### src/hdl/bsar_pkg.sv
`timescale 1ns / 1ps

package bsar_pkg;

  // configuration register indexes
  typedef enum logic [2:0] {
    CFG_TARGET_SPEED = 3'd0,
    CFG_TARGET_ACCEL = 3'd1,
    CFG_ACCEL_MODE   = 3'd2,
    CFG_AUTO_ROTATE  = 3'd3,
    CFG_IGNORE_FAULT = 3'd4
  } cfg_idx_e;

  localparam logic [3:0]        FaultHoldLoad = 4'd10;
  localparam logic signed [7:0] TorqueAngle   = 8'sd64;
  localparam logic [7:0]        DutyBase      = 8'h40;
  localparam logic [7:0]        DutyLimit     = 8'hC0;
  localparam logic [5:0]        StallReload   = 6'd32;

  typedef struct packed {
    logic signed [15:0] target_speed;
    logic signed [15:0] target_accel;
    logic               accel_mode;
    logic               auto_rotate;
    logic               ignore_fault;
  } cfg_t;

  typedef struct packed {
    logic [15:0]        last_position;
    logic signed [20:0] speed_acc;
    logic [15:0]        last_speed_low;
    logic signed [15:0] accel_acc;
    logic [5:0]         stall_count;
    logic [3:0]         fault_hold;
  } state_t;

  typedef struct packed {
    logic               pwm_update;
    logic [7:0]         pwm_duty;
    logic signed [7:0]  motor_action;
    logic               kick_step;
    logic               motor_off;
    logic signed [15:0] speed;
    logic signed [15:0] accel;
  } result_t;

endpackage

### src/hdl/bsar_cfg_if.sv
`timescale 1ns / 1ps

interface bsar_cfg_if;
  logic        valid;
  logic        ready;
  logic [2:0]  index;
  logic [15:0] data;

  modport source (output valid, output index, output data, input ready);
  modport sink (input valid, input index, input data, output ready);
endinterface

### src/hdl/bsar_in_if.sv
`timescale 1ns / 1ps

interface bsar_in_if;
  logic        valid;
  logic        ready;
  logic [15:0] position;
  logic        sensor_detecting;
  logic        fault_event;
  logic        fault_line_low;

  modport source (output valid, output position, output sensor_detecting,
                  output fault_event, output fault_line_low, input ready);
  modport sink (input valid, input position, input sensor_detecting,
                input fault_event, input fault_line_low, output ready);
endinterface

### src/hdl/bsar_out_if.sv
`timescale 1ns / 1ps

interface bsar_out_if;
  logic               valid;
  logic               ready;
  logic               pwm_update;
  logic [7:0]         pwm_duty;
  logic signed [7:0]  motor_action;
  logic               kick_step;
  logic               motor_off;
  logic signed [15:0] speed;
  logic signed [15:0] accel;

  modport source (output valid, output pwm_update, output pwm_duty, output motor_action,
                  output kick_step, output motor_off, output speed, output accel,
                  input ready);
  modport sink (input valid, input pwm_update, input pwm_duty, input motor_action,
                input kick_step, input motor_off, input speed, input accel,
                output ready);
endinterface

### src/hdl/bldc_speed_accel_regulator.sv
`timescale 1ns / 1ps
// result: registered, it appears in the cycle after its tick is accepted
// throughput: one tick per cycle while the sink keeps taking results; the tick state
// register loads on each accepted tick and the result register frees as soon as the sink takes its transaction
// reset: rst_ni asynchronous active low clears configuration, averaging state,
// stall and fault counters and the result valid flag

module bldc_speed_accel_regulator (
  input  logic      clk_i,
  input  logic      rst_ni,
  bsar_cfg_if.sink  cfg_i,
  bsar_in_if.sink   in_i,
  bsar_out_if.source out_o
);

  bsar_pkg::cfg_t    cfg;
  bsar_pkg::state_t  state_q;
  bsar_pkg::state_t  state_d;
  bsar_pkg::result_t result_d;
  logic              stage_ready;
  logic              in_accept;

  assign in_i.ready = stage_ready;
  assign in_accept  = in_i.valid && stage_ready;

  bsar_cfg_regs u_cfg_regs (
    .clk_i  (clk_i),
    .rst_ni (rst_ni),
    .cfg_i  (cfg_i),
    .cfg_o  (cfg)
  );

  bsar_datapath u_datapath (
    .cfg_i              (cfg),
    .state_i            (state_q),
    .position_i         (in_i.position),
    .sensor_detecting_i (in_i.sensor_detecting),
    .fault_event_i      (in_i.fault_event),
    .fault_line_low_i   (in_i.fault_line_low),
    .state_o            (state_d),
    .result_o           (result_d)
  );

  bsar_out_stage u_out_stage (
    .clk_i    (clk_i),
    .rst_ni   (rst_ni),
    .load_i   (in_accept),
    .result_i (result_d),
    .ready_o  (stage_ready),
    .out_o    (out_o)
  );

  // regulator state advances once per accepted tick
  always_ff @(posedge clk_i or negedge rst_ni) begin
    if (!rst_ni) begin
      state_q <= '0;
    end else if (in_accept) begin
      state_q <= state_d;
    end
  end

  // sensing ticks give a result without a pwm update
  assert property (@(posedge clk_i) disable iff (!rst_ni)
    in_accept && in_i.sensor_detecting |=> out_o.valid && !out_o.pwm_update)
    else $error("sensing tick produced a pwm update");

  // duty never exceeds the clamp ceiling
  assert property (@(posedge clk_i) disable iff (!rst_ni)
    out_o.valid |-> out_o.pwm_duty <= bsar_pkg::DutyLimit)
    else $error("pwm duty above limit");

  // torque angle is one of three values
  assert property (@(posedge clk_i) disable iff (!rst_ni)
    out_o.valid |-> (out_o.motor_action == bsar_pkg::TorqueAngle) ||
                    (out_o.motor_action == -bsar_pkg::TorqueAngle) ||
                    (out_o.motor_action == 8'sd0))
    else $error("bad torque angle");

  // fault hold never counts above its load value
  assert property (@(posedge clk_i) disable iff (!rst_ni)
    state_q.fault_hold <= bsar_pkg::FaultHoldLoad)
    else $error("fault hold out of range");

  // a nonzero fault hold forces the motor off on the next result
  assert property (@(posedge clk_i) disable iff (!rst_ni)
    in_accept && (state_q.fault_hold != 4'd0) |=> out_o.motor_off)
    else $error("fault hold did not force motor off");

endmodule

### src/hdl/bsar_cfg_regs.sv
`timescale 1ns / 1ps

module bsar_cfg_regs (
  input  logic              clk_i,
  input  logic              rst_ni,
  bsar_cfg_if.sink          cfg_i,
  output bsar_pkg::cfg_t    cfg_o
);

  bsar_pkg::cfg_t cfg_q;

  // writes are always taken
  assign cfg_i.ready = 1'b1;
  assign cfg_o       = cfg_q;

  // register file, unknown indexes are dropped
  always_ff @(posedge clk_i or negedge rst_ni) begin
    if (!rst_ni) begin
      cfg_q <= '0;
    end else if (cfg_i.valid) begin
      case (bsar_pkg::cfg_idx_e'(cfg_i.index))
        bsar_pkg::CFG_TARGET_SPEED: cfg_q.target_speed <= cfg_i.data;
        bsar_pkg::CFG_TARGET_ACCEL: cfg_q.target_accel <= cfg_i.data;
        bsar_pkg::CFG_ACCEL_MODE:   cfg_q.accel_mode   <= cfg_i.data[0];
        bsar_pkg::CFG_AUTO_ROTATE:  cfg_q.auto_rotate  <= cfg_i.data[0];
        bsar_pkg::CFG_IGNORE_FAULT: cfg_q.ignore_fault <= cfg_i.data[0];
        default: ;
      endcase
    end
  end

endmodule

### src/hdl/bsar_datapath.sv
`timescale 1ns / 1ps

module bsar_datapath (
  input  bsar_pkg::cfg_t    cfg_i,
  input  bsar_pkg::state_t  state_i,
  input  logic [15:0]       position_i,
  input  logic              sensor_detecting_i,
  input  logic              fault_event_i,
  input  logic              fault_line_low_i,
  output bsar_pkg::state_t  state_o,
  output bsar_pkg::result_t result_o
);

  logic signed [15:0] pos_delta;
  logic [20:0]        pos_delta_ext;
  logic signed [20:0] speed_shift;
  logic [20:0]        speed_acc_new;
  logic signed [15:0] accel_shift;
  logic [15:0]        speed_delta;
  logic [15:0]        accel_acc_new;
  logic [5:0]         stall_new;
  logic [3:0]         fault_loaded;
  logic               fault_off;
  logic [16:0]        speed_full;
  logic [11:0]        accel_full;
  logic [17:0]        accel_diff;
  logic [17:0]        err;
  logic [17:0]        err_abs;
  logic [13:0]        lim_signed;
  logic [13:0]        lim_abs;
  logic [14:0]        lim_sum;
  logic [7:0]         lim;
  logic [20:0]        mag;

  // averaging terms, floor shift by four
  assign speed_shift = state_i.speed_acc >>> 4;
  assign accel_shift = state_i.accel_acc >>> 4;

  // position delta wraps to 16 bits
  assign pos_delta     = position_i - state_i.last_position;
  assign pos_delta_ext = {{5{pos_delta[15]}}, pos_delta};
  assign speed_acc_new = state_i.speed_acc + pos_delta_ext - speed_shift;

  // acceleration from the low half of the speed accumulator
  assign speed_delta   = speed_acc_new[15:0] - state_i.last_speed_low;
  assign accel_acc_new = state_i.accel_acc + speed_delta - accel_shift;

  // fault hold load and countdown
  always_comb begin
    fault_loaded = (fault_event_i && !cfg_i.ignore_fault) ? bsar_pkg::FaultHoldLoad
                                                          : state_i.fault_hold;
    fault_off    = (fault_loaded != 4'd0);
  end

  // stall countdown; movement ORs in the reload value
  always_comb begin
    stall_new = (state_i.stall_count != 6'd0) ? state_i.stall_count - 6'd1
                                              : state_i.stall_count;
    if (pos_delta != 16'sd0) begin
      stall_new = stall_new | bsar_pkg::StallReload;
    end
  end

  // averaged speed and acceleration shown on the result
  always_comb begin
    if (sensor_detecting_i) begin
      speed_full = state_i.speed_acc[20:4];
      accel_full = state_i.accel_acc[15:4];
    end else begin
      speed_full = speed_acc_new[20:4];
      accel_full = accel_acc_new[15:4];
    end
  end

  // regulation error, wide enough that nothing wraps
  always_comb begin
    accel_diff = {{2{cfg_i.target_accel[15]}}, cfg_i.target_accel}
               - {{6{accel_full[11]}}, accel_full};
    if (cfg_i.accel_mode) begin
      err = {accel_diff[16:0], 1'b0};
    end else begin
      err = {{2{cfg_i.target_speed[15]}}, cfg_i.target_speed}
          - {speed_full[16], speed_full};
    end
    err_abs = err[17] ? (18'd0 - err) : err;
  end

  // speed dependent duty limit and clamped magnitude
  always_comb begin
    lim_signed = speed_full[16:3];
    lim_abs    = lim_signed[13] ? (14'd0 - lim_signed) : lim_signed;
    lim_sum    = {1'b0, lim_abs} + {7'd0, bsar_pkg::DutyBase};
    lim        = (lim_sum > {7'd0, bsar_pkg::DutyLimit}) ? bsar_pkg::DutyLimit
                                                         : lim_sum[7:0];
    mag        = {err_abs, 3'b000};
  end

  // next state and result
  always_comb begin
    state_o = state_i;
    state_o.fault_hold = (fault_off && !(fault_line_low_i && !cfg_i.ignore_fault))
                       ? fault_loaded - 4'd1 : fault_loaded;

    result_o              = '0;
    result_o.motor_off    = fault_off;
    result_o.speed        = speed_full[15:0];
    result_o.accel        = {{4{accel_full[11]}}, accel_full};

    if (!sensor_detecting_i) begin
      state_o.last_position  = position_i;
      state_o.speed_acc      = speed_acc_new;
      state_o.last_speed_low = speed_acc_new[15:0];
      state_o.accel_acc      = accel_acc_new;
      state_o.stall_count    = stall_new;

      result_o.pwm_update = 1'b1;
      result_o.kick_step  = (cfg_i.target_speed != 16'sd0) && (stall_new == 6'd0)
                          && !cfg_i.auto_rotate;
      result_o.pwm_duty   = (mag > {13'd0, lim}) ? lim : mag[7:0];
      if (err[17]) begin
        result_o.motor_action = -bsar_pkg::TorqueAngle;
      end else if (err != 18'd0) begin
        result_o.motor_action = bsar_pkg::TorqueAngle;
      end
    end
  end

endmodule

### src/hdl/bsar_out_stage.sv
`timescale 1ns / 1ps

module bsar_out_stage (
  input  logic              clk_i,
  input  logic              rst_ni,
  input  logic              load_i,
  input  bsar_pkg::result_t result_i,
  output logic              ready_o,
  bsar_out_if.source        out_o
);

  logic              valid_q;
  bsar_pkg::result_t result_q;

  // a new transaction may enter when the stage is empty or the held one leaves
  assign ready_o = !valid_q || out_o.ready;

  // valid flag
  always_ff @(posedge clk_i or negedge rst_ni) begin
    if (!rst_ni) begin
      valid_q <= 1'b0;
    end else if (load_i) begin
      valid_q <= 1'b1;
    end else if (out_o.ready) begin
      valid_q <= 1'b0;
    end
  end

  // result payload
  always_ff @(posedge clk_i) begin
    if (load_i) begin
      result_q <= result_i;
    end
  end

  assign out_o.valid        = valid_q;
  assign out_o.pwm_update   = result_q.pwm_update;
  assign out_o.pwm_duty     = result_q.pwm_duty;
  assign out_o.motor_action = result_q.motor_action;
  assign out_o.kick_step    = result_q.kick_step;
  assign out_o.motor_off    = result_q.motor_off;
  assign out_o.speed        = result_q.speed;
  assign out_o.accel        = result_q.accel;

endmodule

### src/flat_wrapper.sv
// flat-port wrapper written by rule: the top's interface ports become plain ports
module bldc_speed_accel_regulator_flat 
  (clk_i, rst_ni, cfg_i_valid, cfg_i_index, cfg_i_data, cfg_i_ready, in_i_valid, in_i_position, in_i_sensor_detecting, in_i_fault_event, in_i_fault_line_low, in_i_ready, out_o_valid, out_o_pwm_update, out_o_pwm_duty, out_o_motor_action, out_o_kick_step, out_o_motor_off, out_o_speed, out_o_accel, out_o_ready);
  bsar_cfg_if cfg_i_i ();
  bsar_in_if in_i_i ();
  bsar_out_if out_o_i ();
  input  logic clk_i;
  input  logic rst_ni;
  input wire logic [$bits(cfg_i_i.valid)-1:0] cfg_i_valid;
  input wire logic [$bits(cfg_i_i.index)-1:0] cfg_i_index;
  input wire logic [$bits(cfg_i_i.data)-1:0] cfg_i_data;
  output wire logic [$bits(cfg_i_i.ready)-1:0] cfg_i_ready;
  input wire logic [$bits(in_i_i.valid)-1:0] in_i_valid;
  input wire logic [$bits(in_i_i.position)-1:0] in_i_position;
  input wire logic [$bits(in_i_i.sensor_detecting)-1:0] in_i_sensor_detecting;
  input wire logic [$bits(in_i_i.fault_event)-1:0] in_i_fault_event;
  input wire logic [$bits(in_i_i.fault_line_low)-1:0] in_i_fault_line_low;
  output wire logic [$bits(in_i_i.ready)-1:0] in_i_ready;
  output wire logic [$bits(out_o_i.valid)-1:0] out_o_valid;
  output wire logic [$bits(out_o_i.pwm_update)-1:0] out_o_pwm_update;
  output wire logic [$bits(out_o_i.pwm_duty)-1:0] out_o_pwm_duty;
  output wire logic [$bits(out_o_i.motor_action)-1:0] out_o_motor_action;
  output wire logic [$bits(out_o_i.kick_step)-1:0] out_o_kick_step;
  output wire logic [$bits(out_o_i.motor_off)-1:0] out_o_motor_off;
  output wire logic [$bits(out_o_i.speed)-1:0] out_o_speed;
  output wire logic [$bits(out_o_i.accel)-1:0] out_o_accel;
  input wire logic [$bits(out_o_i.ready)-1:0] out_o_ready;
  assign cfg_i_i.valid = cfg_i_valid;
  assign cfg_i_i.index = cfg_i_index;
  assign cfg_i_i.data = cfg_i_data;
  assign cfg_i_ready = cfg_i_i.ready;
  assign in_i_i.valid = in_i_valid;
  assign in_i_i.position = in_i_position;
  assign in_i_i.sensor_detecting = in_i_sensor_detecting;
  assign in_i_i.fault_event = in_i_fault_event;
  assign in_i_i.fault_line_low = in_i_fault_line_low;
  assign in_i_ready = in_i_i.ready;
  assign out_o_valid = out_o_i.valid;
  assign out_o_pwm_update = out_o_i.pwm_update;
  assign out_o_pwm_duty = out_o_i.pwm_duty;
  assign out_o_motor_action = out_o_i.motor_action;
  assign out_o_kick_step = out_o_i.kick_step;
  assign out_o_motor_off = out_o_i.motor_off;
  assign out_o_speed = out_o_i.speed;
  assign out_o_accel = out_o_i.accel;
  assign out_o_i.ready = out_o_ready;
  bldc_speed_accel_regulator u_core (.clk_i(clk_i), .rst_ni(rst_ni), .cfg_i(cfg_i_i), .in_i(in_i_i), .out_o(out_o_i));
endmodule
### config.mk
export PLATFORM = sky130hd
export DESIGN_NAME = bldc_speed_accel_regulator_flat
export DESIGN_NICKNAME = d
export VERILOG_FILES = /design/src/hdl/bsar_pkg.sv /design/src/hdl/bsar_cfg_if.sv /design/src/hdl/bsar_in_if.sv /design/src/hdl/bsar_out_if.sv /design/src/hdl/bldc_speed_accel_regulator.sv /design/src/hdl/bsar_cfg_regs.sv /design/src/hdl/bsar_datapath.sv /design/src/hdl/bsar_out_stage.sv /design/src/flat_wrapper.sv
export SDC_FILE = /design/constraint.sdc
export NUM_CORES = 1
export LEC_CHECK = 0
export ABC_AREA = 1
export BUFFER_PORTS_ARGS = -buffer_cell sky130_fd_sc_hd__buf_2
export CORE_UTILIZATION = 54
export DETAILED_ROUTE_END_ITERATION = 10
export GPL_ROUTABILITY_DRIVEN = 0
export PLACE_DENSITY_LB_ADDON = 0.1
export SLEW_MARGIN = 10
export SYNTH_ARGS = -nofsm -noshare
export SYNTH_HDL_FRONTEND = slang
export SYNTH_SLANG_ARGS = --single-unit
### constraint.sdc
create_clock -name clk_i -period 9.6 [get_ports clk_i]
set_input_delay 1.44 -clock clk_i [delete_from_list [all_inputs] [get_ports clk_i]]
set_output_delay 1.44 -clock clk_i [all_outputs]
set_load 0.03 [all_outputs]
==> results.py <==
metrics = {
    "floorplan": {
        "coreArea_um2": 22800,
        "initial_utilization_pct": 55.7,
        "boundaryPins": 97,
        "dieArea_um2": 24200,
        "dieHeight_um": 155,
        "num_rows": 55,
        "die_w_um": 155,
    },
    "sta": {
        "hold_viol_final": 0,
        "final.min_clock_period_ns": 9.42,
        "layout_setup_ws_ns": 0.177,
        "rsz0062_at_grt": "yes",
        "maxSlewViolCount": 0,
        "fmaxAchievable_ghz": 0.106,
        "tightest_slew_ns": 1.07,
        "finalCritPeriodShare_pct": 98.2,
        "slew_headroom_pct": 28.7,
        "setup_viol": 0,
        "skew_ns": 0.0138,
    },
    "finish": {
        "area_growth_pct": 32.8,
        "multiInputGateArea_um2": 8900,
        "post-route-util_pct": 73.9,
        "n_antenna_cell": 0,
        "post_route_cells_drive_above_1_share_pct": 30.2,
        "layout.area.seq_um2": 3710,
        "final_nets": 2247,
        "fillers": 1745,
    },
    "setup_path": {
        "worst_path_max_delay_cell": "fa_1",
        "worst-setup-path-type": "primary input to register",
        "crit_path_end_kind": "register",
        "worstPathRequired_ns": 9.80,
        "path_common_cell": "ha_4",
        "critPathMaxFanout": 5,
        "worstPathArrival_ns": 9.62,
        "start_kind": "primary input",
        "cp_slowest_stage_delay_ns": 0.52,
    },
    "yosys": {
        "netlist_area_um2": 12700,
        "synth_cell_types": 51,
        "ys_ff_latch": 140,
        "synthFlopType": "dfrtp_1",
        "seq_area_frac_synth_pct": 29.2,
        "syn_avg_cell_area_um2": 7.25,
        "async_reset_ff_share_pct": 70.7,
        "synth_enable_flop_cells": 41,
        "synthCells": 1754,
        "ys_warn_count": 0,
    },
    "drt": {
        "drt_wl_total_um": 38700,
        "ant_nets": 0,
        "routedWlPerCell_um": 16.3,
        "top_layer_used": "met4",
        "drc": 0,
        "via_per_inst": 5.34,
        "route.met2.wl_um": 18300,
        "wl_met3_um": 2450,
        "drt-initial-drc-count": 977,
        "wl_met1_um": 17000,
        "vias": 12700,
        "drt_first_pass_iters": 7,
    },
    "global_route": {
        "grt_max_degree": 65,
        "antenna_found_initial": 0,
        "grt_usage_pct": 30.3,
        "first_global_vias": 11300,
        "grt-ovfl-total": 0,
        "grt_pass1_wl_um": 56800,
    },
    "cts": {
        "cts.reportedPaths.clkPinSlew_ns": 0.07,
        "clock_sinks": 140,
        "numCtsBuffers": 17,
        "cts-root-buf": "clkbuf_16",
        "cts_max_path_buffers": 2,
        "insertion_delay_ns": 0.45,
        "hold_buffers": 0,
        "h-tree-depth": 4,
        "cts_tree": "done",
    },
    "placement": {
        "post-place-ws_ns": -0.820,
        "dp_hpwl_um": 27200,
        "port_buffers": 89,
    },
    "run": {
        "maxCapViolCount": 0,
    },
    "outcome": {
        "status": "finished, final reports clean",
    },
    "min_path": {
        "hold_class": "register to register",
    },
}
[per-layer routing]
layer  vias up  GRT usage (%)
met1      6003           41.7
met5         -              0
li1       6177              -
met2       441           48.4
met4         0           8.22
met3        81           6.18
[synth_stat cells (18+ instances only)]
master	n	share of area [%]
nand2_1	496	15
inv_1	275	8.1
o21ai_0	148	5.8
nand3_1	107	4.2
dfrtp_1	99	19
ha_1	99	9.7
nor2_1	94	2.8
a21oi_1	84	3.3
fa_1	53	8.3
edfxtp_1	41	9.7
xor2_1	38	2.6
clkbuf_1	23	0.68
xnor2_1	18	1.2
[final cells by class]
type                       instances  area share [%]
clock buffer                      21            3.05
multi-input combinational       1287            52.7
sequential                       140            22.0
timing repair buffer             317            13.0
clock inverter                    11           0.548
inverter                         289            6.47
tap                              313            2.32
[layout by cell type, fill, tap and decap left out, types with 8 or more instances in the layout]
master | synthesis | final
inv_2 | 11 | 32
buf_4 | 12 | 226
fa_1 | 53 | 51
inv_1 | 275 | 251
dfrtp_1 | 99 | 99
nand3_1 | 107 | 90
nor3_1 | 17 | 15
nor2_2 | 15 | 23
edfxtp_1 | 41 | 41
buf_2 | 5 | 85
nand2_1 | 496 | 436
o21ai_2 | 0 | 10
nand2_4 | 2 | 17
a21oi_1 | 84 | 61
nand4_1 | 17 | 17
xor2_1 | 38 | 32
a21oi_2 | 1 | 22
clkbuf_16 | 0 | 20
o21ai_0 | 148 | 134
ha_1 | 99 | 65
nor2_4 | 1 | 11
nor2_1 | 94 | 76
nand2_2 | 16 | 61
nand3_2 | 9 | 22
xnor2_1 | 18 | 13
o21ai_1 | 6 | 8
ha_4 | 0 | 32
[logic make-up (layout without fill, tap and decap cells)]
group	Yosys count	in the layout	synth area share [%]
AND/OR/NAND/NOR	798	799	27.0
adder cells (fa/ha/maj)	152	152	18.1
flip-flops	140	140	29.2
multiplexers	1	1	0.0787
AO/OA/AOI/OAI	272	272	11.4
other	2	7	0.0591
buffers and inverters	333	638	10.4
XOR/XNOR	56	56	3.86
[through the flow]
| stage | setup TNS [ns] | hold slack [ns] | area, um^2 | cells |
|---|---|---|---|---|
| after global placement | -6.49 | 0.468 | 14800 | 2303 |
| after CTS | 0 | 0.485 | 15500 | 2338 |
| after global routing | -1.85 | 0.520 | 16900 | 2378 |
| after floorplan | 0 | 0.445 | 12800 | 1759 |
| after detailed placement | -7.15 | 0.466 | 14800 | 2303 |
| final | 0 | 0.479 | 16900 | 2378 |
[path summary, 6_finish.rpt]
check | from | end | slack (ns) | cells past startpoint
max | in_i_position[0] | u_core.u_out_stage.out_o.pwm_duty[4] | 0.18 | 54
min | u_core.state_q[1] | u_core.state_q[1] | 0.48 | 2
max reg2reg | u_core.state_q[65] | u_core.u_out_stage.out_o.pwm_duty[4] | 0.84 | 57
min reg2reg | u_core.state_q[1] | u_core.state_q[1] | 0.48 | 2
max in group asynchronous | rst_ni | u_core.u_cfg_regs.cfg_o[16] | 7.37 | 2
min in group asynchronous | rst_ni | u_core.state_q[10] | 0.96 | 1
[critical path, delay by kind of cell]
kind / cells / cell delay (ns)
adder cells (fa/ha/maj): 9 / 3.15
XOR/XNOR: 4 / 0.69
AO/OA/AOI/OAI: 11 / 1.43
buffers and inverters: 10 / 0.82
AND/OR/NAND/NOR: 20 / 2.05
[registers in the layout (all words and copies together), names as in the netlist]
signal,cells
u_core.u_out_stage.out_o.pwm_update,1
u_core.u_out_stage.out_o.valid,1
u_core.u_out_stage.out_o.motor_off,1
u_core.u_out_stage.out_o.speed,16
u_core.u_out_stage.out_o.pwm_duty,8
u_core.u_cfg_regs.cfg_o,35
u_core.u_out_stage.out_o.kick_step,1
u_core.state_q,63
u_core.u_out_stage.out_o.accel,12
u_core.u_out_stage.out_o.motor_action,2
[timing repair]
item                                    in CTS  in global routing
buffers inserted                             3                 39
gates cloned                                 0                  1
pin swaps                                   13                164
endpoints found under the setup margin       9                  9
gates resized for setup                     18                243
Power is left out: the tool's default activity adds up to more than one toggle a clock period on the data nets, which glitch-free logic cannot reach.
